<file path="config.mk">
export PLATFORM = sky130hd
export DESIGN_NAME = lmxh_ctrl
export DESIGN_NICKNAME = d
export VERILOG_FILES = /design/src/sv/lmxh_pkg.sv /design/src/sv/lmxh_ctrl.sv
export SDC_FILE = /design/constraint.sdc
export NUM_CORES = 1
export LEC_CHECK = 0
export BUFFER_PORTS_ARGS = -buffer_cell sky130_fd_sc_hd__buf_4
export CAP_MARGIN = 40
export CORE_ASPECT_RATIO = 1.5
export CORE_UTILIZATION = 47
export DETAILED_ROUTE_END_ITERATION = 8
export PLACE_DENSITY_LB_ADDON = 0.15
export SYNTH_ARGS = -nofsm -noshare
export SYNTH_HDL_FRONTEND = slang
export SYNTH_SLANG_ARGS = --single-unit
</file>
<file path="constraint.sdc">
create_clock -name clk -period 1.53 [get_ports clk]
set_input_delay 0.306 -clock clk [delete_from_list [all_inputs] [get_ports clk]]
set_output_delay 0.306 -clock clk [all_outputs]
set_load 0.02 [all_outputs]
</file>
<file path="src/sv/lmxh_pkg.sv">
// Shared constants, command type and arithmetic helpers of the hash block.
package lmxh_pkg;

  localparam int DEF_LANE_COUNT = 8;
  localparam logic [31:0] GOLD32 = 32'h9E3779B9;
  localparam logic [63:0] GOLD64 = 64'h9E3779B97F4A7C15;
  localparam logic [3:0]  WORD_BYTES = 4'd8;

  // Controller to datapath commands.
  typedef struct packed {
    logic start;    // load message seed, mark all halves fresh
    logic abs1;     // first absorb half: xor word, multiply parts
    logic use_in;   // absorb the input word (else a zero pad word)
    logic abs2;     // second absorb half: xorshift, multiply, write back
    logic acc_len;  // fold accumulator takes the length
    logic acc_xor;  // fold accumulator xors in the addressed half
    logic mul0;     // 64-bit constant multiply, low partial product
    logic mul1;     // cross product one
    logic mul2;     // cross product two and sum
    logic out_load; // final mix into the output register
  } lmxh_cmd_t;

  function automatic logic [63:0] mul_parts(input logic [63:0] x);
    logic [31:0] lo;
    logic [31:0] hi;
    lo = x[31:0] * GOLD32;
    hi = x[63:32] * GOLD32;
    return {hi, lo};
  endfunction

  function automatic logic [63:0] xshift(input logic [63:0] x);
    return x ^ (x >> 16) ^ (x << 32);
  endfunction

  // Start value of half k: G*(2k+1) low, G*(2k+2) high.
  function automatic logic [63:0] golden_half(input logic [31:0] k);
    logic [31:0] lo;
    logic [31:0] hi;
    lo = GOLD32 * ((k << 1) + 32'd1);
    hi = GOLD32 * ((k << 1) + 32'd2);
    return {hi, lo};
  endfunction

  // Byte count that counts: saturated on a last word, all eight otherwise.
  function automatic logic [3:0] sat_bytes(input logic [3:0] vb, input logic last);
    if (!last || vb > WORD_BYTES) begin
      return WORD_BYTES;
    end
    return vb;
  endfunction

endpackage

</file>
<file path="src/sv/lmxh_ctrl.sv">
// Hash controller: word sequencing, block padding, fold steps and output handshake.
module lmxh_ctrl
  import lmxh_pkg::*;
#(
  parameter int LANE_COUNT = DEF_LANE_COUNT,
  localparam int HALF_COUNT = 2 * LANE_COUNT,
  localparam int IDX_W = (HALF_COUNT > 1) ? $clog2(HALF_COUNT) : 1,
  localparam int BLOCK_BYTES = 16 * LANE_COUNT,
  localparam int LEN_W = $clog2(BLOCK_BYTES + 1)
) (
  input  logic             clk,
  input  logic             rst_n,
  input  logic             in_valid,
  output logic             in_ready,
  input  logic             in_last,
  input  logic [3:0]       in_vb,
  output logic             out_valid,
  input  logic             out_ready,
  output logic [IDX_W-1:0] idx,
  output logic [LEN_W-1:0] len,
  output lmxh_cmd_t        cmd
);

  localparam logic [3:0] S_IDLE = 4'd0;
  localparam logic [3:0] S_A2   = 4'd1;
  localparam logic [3:0] S_PA1  = 4'd2;
  localparam logic [3:0] S_PA2  = 4'd3;
  localparam logic [3:0] S_FLEN = 4'd4;
  localparam logic [3:0] S_FX   = 4'd5;
  localparam logic [3:0] S_M0   = 4'd6;
  localparam logic [3:0] S_M1   = 4'd7;
  localparam logic [3:0] S_M2   = 4'd8;
  localparam logic [3:0] S_DONE = 4'd9;

  localparam logic [IDX_W-1:0] IDX_LAST = IDX_W'(HALF_COUNT - 1);

  logic [3:0]       state_r, state_nxt;
  logic [IDX_W-1:0] idx_r, idx_nxt;
  logic [LEN_W-1:0] len_r, len_nxt;
  logic             last_r, last_nxt;
  logic [3:0]       vb_r, vb_nxt;
  logic             in_msg_r, in_msg_nxt;
  logic             fxd_r, fxd_nxt;
  logic             fin_r, fin_nxt;
  logic             oval_r, oval_nxt;
  logic [LEN_W-1:0] sum;
  logic             accept;

  assign accept = in_valid && (state_r == S_IDLE);
  assign sum    = LEN_W'({idx_r, 3'b000}) + LEN_W'(vb_r);

  always_comb begin
    state_nxt  = state_r;
    idx_nxt    = idx_r;
    len_nxt    = len_r;
    last_nxt   = last_r;
    vb_nxt     = vb_r;
    in_msg_nxt = in_msg_r;
    fxd_nxt    = fxd_r;
    fin_nxt    = fin_r;
    oval_nxt   = oval_r && !out_ready;
    cmd        = '0;
    case (state_r)
      S_IDLE: begin
        if (accept) begin
          cmd.abs1   = 1'b1;
          cmd.use_in = 1'b1;
          cmd.start  = !in_msg_r;
          in_msg_nxt = 1'b1;
          last_nxt   = in_last;
          vb_nxt     = sat_bytes(in_vb, in_last);
          state_nxt  = S_A2;
        end
      end
      S_A2: begin
        cmd.abs2 = 1'b1;
        if (!last_r) begin
          idx_nxt   = (idx_r == IDX_LAST) ? '0 : idx_r + 1'b1;
          state_nxt = S_IDLE;
        end else begin
          len_nxt = (sum == LEN_W'(BLOCK_BYTES)) ? '0 : sum;
          if (idx_r != IDX_LAST) begin
            idx_nxt   = idx_r + 1'b1;
            state_nxt = S_PA1;
          end else if (vb_r == WORD_BYTES) begin
            // message ends on a block boundary: one whole zero block more
            idx_nxt   = '0;
            state_nxt = S_PA1;
          end else begin
            state_nxt = S_FLEN;
          end
        end
      end
      S_PA1: begin
        cmd.abs1  = 1'b1;
        state_nxt = S_PA2;
      end
      S_PA2: begin
        cmd.abs2 = 1'b1;
        if (idx_r != IDX_LAST) begin
          idx_nxt   = idx_r + 1'b1;
          state_nxt = S_PA1;
        end else begin
          state_nxt = S_FLEN;
        end
      end
      S_FLEN: begin
        cmd.acc_len = 1'b1;
        idx_nxt     = '0;
        fxd_nxt     = 1'b0;
        fin_nxt     = 1'b0;
        state_nxt   = S_M0;
      end
      S_FX: begin
        cmd.acc_xor = 1'b1;
        if (idx_r == IDX_LAST) begin
          fxd_nxt = 1'b1;
          idx_nxt = '0;
        end else begin
          idx_nxt = idx_r + 1'b1;
        end
        state_nxt = S_M0;
      end
      S_M0: begin
        cmd.mul0  = 1'b1;
        state_nxt = S_M1;
      end
      S_M1: begin
        cmd.mul1  = 1'b1;
        state_nxt = S_M2;
      end
      S_M2: begin
        cmd.mul2 = 1'b1;
        if (!fxd_r) begin
          state_nxt = S_FX;
        end else if (!fin_r) begin
          fin_nxt   = 1'b1;
          state_nxt = S_M0;
        end else begin
          state_nxt = S_DONE;
        end
      end
      S_DONE: begin
        if (!oval_r || out_ready) begin
          cmd.out_load = 1'b1;
          oval_nxt     = 1'b1;
          in_msg_nxt   = 1'b0;
          idx_nxt      = '0;
          state_nxt    = S_IDLE;
        end
      end
      default: begin
        state_nxt = S_IDLE;
      end
    endcase
  end

  always_ff @(posedge clk) begin
    if (!rst_n) begin
      state_r  <= S_IDLE;
      idx_r    <= '0;
      in_msg_r <= 1'b0;
      oval_r   <= 1'b0;
      fxd_r    <= 1'b0;
      fin_r    <= 1'b0;
    end else begin
      state_r  <= state_nxt;
      idx_r    <= idx_nxt;
      in_msg_r <= in_msg_nxt;
      oval_r   <= oval_nxt;
      fxd_r    <= fxd_nxt;
      fin_r    <= fin_nxt;
    end
  end

  always_ff @(posedge clk) begin
    len_r  <= len_nxt;
    last_r <= last_nxt;
    vb_r   <= vb_nxt;
  end

  assign in_ready  = (state_r == S_IDLE);
  assign out_valid = oval_r;
  assign idx       = idx_r;
  assign len       = len_r;

endmodule

</file>
==> flow_summary_export.csv <==
group,metric,value,unit
cts,clkTransAtPathRegs,0.10,ns
die,initial_core_util,0.507,
synth,avgSynthCellArea,9.94,sq um
worst_setup_path,crit_chain,"buf_6 -> nor4_4 -> and2_4 -> nor2b_4 -> buf_6",
min_path,holdPathStages,1,
worst_setup_path,reg2reg_from,"vb_r[3]",
layout,layout.cells.non_filler,246,
global_route,grt_pass1_wl,5810,microns
sta,final-setup-viol-count,18,
run_status,status,"complete, but fails checks",
layout,multiInputGateArea,842,sq um
sta,rsz0062_at_grt,"true",
cts,cts_buffers,3,
sta,slew_headroom,0.703,
routing,drt_wl_total,4220,microns
cts,clkSinkCount,25,
die,num_rows,23,
cts,cts_tree,"yes",
cts,cts-htree-levels,1,
pwr,leakage,0.939,nW
run,cap_violations,0,
pwr,vdd_drop_max,0.509,mV
worst_setup_path,crit_fanout,3,
sta,min_period,1.71,ns
cts,clock_tree.root_cell,"clkbuf_8",
synth,ys_warn_count,0,
layout,regArea,651,sq um
worst_setup_path,crit_arrival,1.40,ns
synth,synth_edf_count,13,
pwr,p_per_area,664,nW/um^2
run_status,violations,"negative setup slack",
cts,clock_latency,0.27,ns
layout,nNetsFinal,222,
worst_setup_path,start_kind,"flip-flop",
layout,diodes,0,
layout,syn_to_final_growth,63.1,%
worst_setup_path,crit_required,1.22,ns
synth,yosysSeqAreaShare,0.450,
synth,yosys.area.top_type_share,0.279,
worst_setup_path,reg2reg_depth,5,
cts,cts_buffer_depth,2,
layout,fillers,159,
pwr,total_power,1.52,mW
routing,vias,1376,
global_route,grt_max_degree,16,
die,die_area,3210,sq um
sta,fin_worst_skew,0.00756,ns
routing,dr.first_iter.drc_count,20,
sta,min_period_over_period,1.12,
sta,max_freq,0.585,GHz
synth,synth_ff_type,"edfxtp_1",
layout,drive_above_1_share,0.598,
global_route,grtUsageTotal,0.252,
worst_setup_path,r2r_setup_slack,-0.14,ns
sta,layout_setup_ws,-0.180,ns
routing,drcViolationCount,0,
global_route,grt_pass1_vias,1338,
worst_setup_path,r2r-end,"len[7]",
worst_setup_path,crit_slowest_cell,"dfxtp_4",
die,coreArea,2760,sq um
die,io_pins,33,
synth,async_reset_ff_frac,0,
synth,netlist_top_cells_area,"edfxtp_1, dfxtp_1, nor2_1",
routing,final_antenna_net_count,0,
routing,routed_via_density,5.59,
synth,ys_ff_latch,25,
worst_setup_path,crit_path_end_kind,"output pin",
sta,hold_viol,0,
sta,drv_slew,0,
placed_design,io_buffers,32,
routing,wl_per_cell,17.2,microns
placed_design,dp_cells,222,
placed_design,hpwl,2560,microns
synth,synthCells,141,
worst_setup_path,crit_top_cell,"buf_6",
layout,final_util,0.827,
sta,tightestPinTransition,0.442,ns
synth,yosys-top-cells-count,"edfxtp_1, dfxtp_1, nor2_1",
routing,drt-pass1-iter-count,4,
global_route,grt-ovfl-total,0,
min_path,min_from,"in_last",
synth,syn-num-nets,153,
synth,synth_top_area_cell,"edfxtp_1",
synth,yosysUniqueCellTypes,52,
synth,syn_area,1400,sq um
worst_setup_path,path_class,"reg2out",
die,die_y,68.9,microns
die,dieWidth,46.6,microns
global_route,antenna_found_initial,0,
min_path,hold_class,"in2reg",
worst_setup_path,slowest_delay,0.36,ns
synth,synth.most_common_cell,"edfxtp_1",
placed_design,gp_congestion,0.855,
cts,hold_buffers,0,
min_path,worstHoldEndpoint,"last_r",
==> worst max-delay path, delay by kind of cell (launching register included) <==
family	cells	cell delay [ns]
flops	1	0.36
buf+inv	2	0.23
simple gates	3	0.54
==> cell usage in the layout, fill, tap and decap left out, drive strengths merged, types with 2 or more instances in the layout <==
cell / netlist / final
edfxtp: 13 / 13
or4: 2 / 2
dfxtp: 12 / 12
o21ai: 2 / 2
a211o: 2 / 2
and2: 5 / 5
buf: 7 / 79
nor3: 8 / 8
nand2: 6 / 6
a21boi: 2 / 2
or3: 2 / 2
nor2: 12 / 12
nand2b: 5 / 5
ha: 3 / 3
clkbuf: 8 / 3
inv: 5 / 5
o221a: 3 / 3
nor2b: 7 / 7
nand3: 5 / 5
a21oi: 5 / 5
nand3b: 2 / 2
mux2i: 3 / 3
and3: 3 / 3
==> per-layer routing <==
layer,global-route usage,up-vias,wire [microns]
met3,0.0234,14,149
met2,0.510,57,2470
met4,0.114,0,138
li1,-,637,-
met5,0,-,0
met1,0.233,668,1470
==> kinds of logic after synthesis <==
kind of cell,after synthesis,synth area share
xor+xnor,2,0.0125
flops,25,0.450
mux,3,0.0214
buf+inv,20,0.0795
simple gates,62,0.251
compound gates,26,0.159
fa+ha+maj,3,0.0268
==> repair_timing <==
item                                    in CTS  in global routing
pin swaps                                    5                 13
setup buffers                               10                 11
endpoints found under the setup margin      16                 19
gates cloned                                 0                  0
resized for setup                           31                 29
==> power breakdown <==
| part | total (mW) | switching [mW] | internal (mW) |
|---|---|---|---|
| registers | 0.762 | 0.0274 | 0.735 |
| clock network | 0.408 | 0.223 | 0.185 |
| logic | 0.348 | 0.164 | 0.185 |
==> flip-flops by register name, summed over array words and instances, names as in the netlist <==
signal,count
idx,4
last_r,1
state_r,4
len,8
fin_r,1
out_valid,1
fxd_r,1
in_msg_r,1
vb_r,4
==> worst max-delay path by stage <==
| stage | startpoint | slack, ns | depth (start not counted) | endpoint |
|---|---|---|---|---|
| after CTS | state_r[2] | -0.20 | 5 | cmd[9] |
| final | state_r[0] | -0.18 | 5 | cmd[9] |
| after global routing | state_r[0] | -0.23 | 5 | cmd[9] |
| after floorplan | state_r[1] | -0.13 | 4 | cmd[9] |
| after detailed placement | vb_r[3] | -0.23 | 5 | len[7] |
| after global placement | vb_r[3] | -0.14 | 5 | len[7] |
==> metrics by stage <==
stage	setup slack [ns]	area, sq um	hold slack, ns	setup TNS [ns]
global route	-0.231	2290	0.209	-2.38
global placement	-0.140	1840	0.474	-0.175
floorplan	-0.134	1440	0.405	-0.705
finish	-0.180	2290	0.210	-1.54
detailed placement	-0.235	1840	0.482	-0.337
CTS	-0.204	2080	0.212	-1.05
==> area by class of cell <==
class,instances,area share
Clock buffer,3,0.0181
Inverter,5,0.0115
Clock inverter,1,0.00328
Timing Repair Buffer,79,0.294
Sequential cell,25,0.285
Multi-Input combinational cell,96,0.368
Tap cell,37,0.0203
Power figures use the tool's default switching activity.
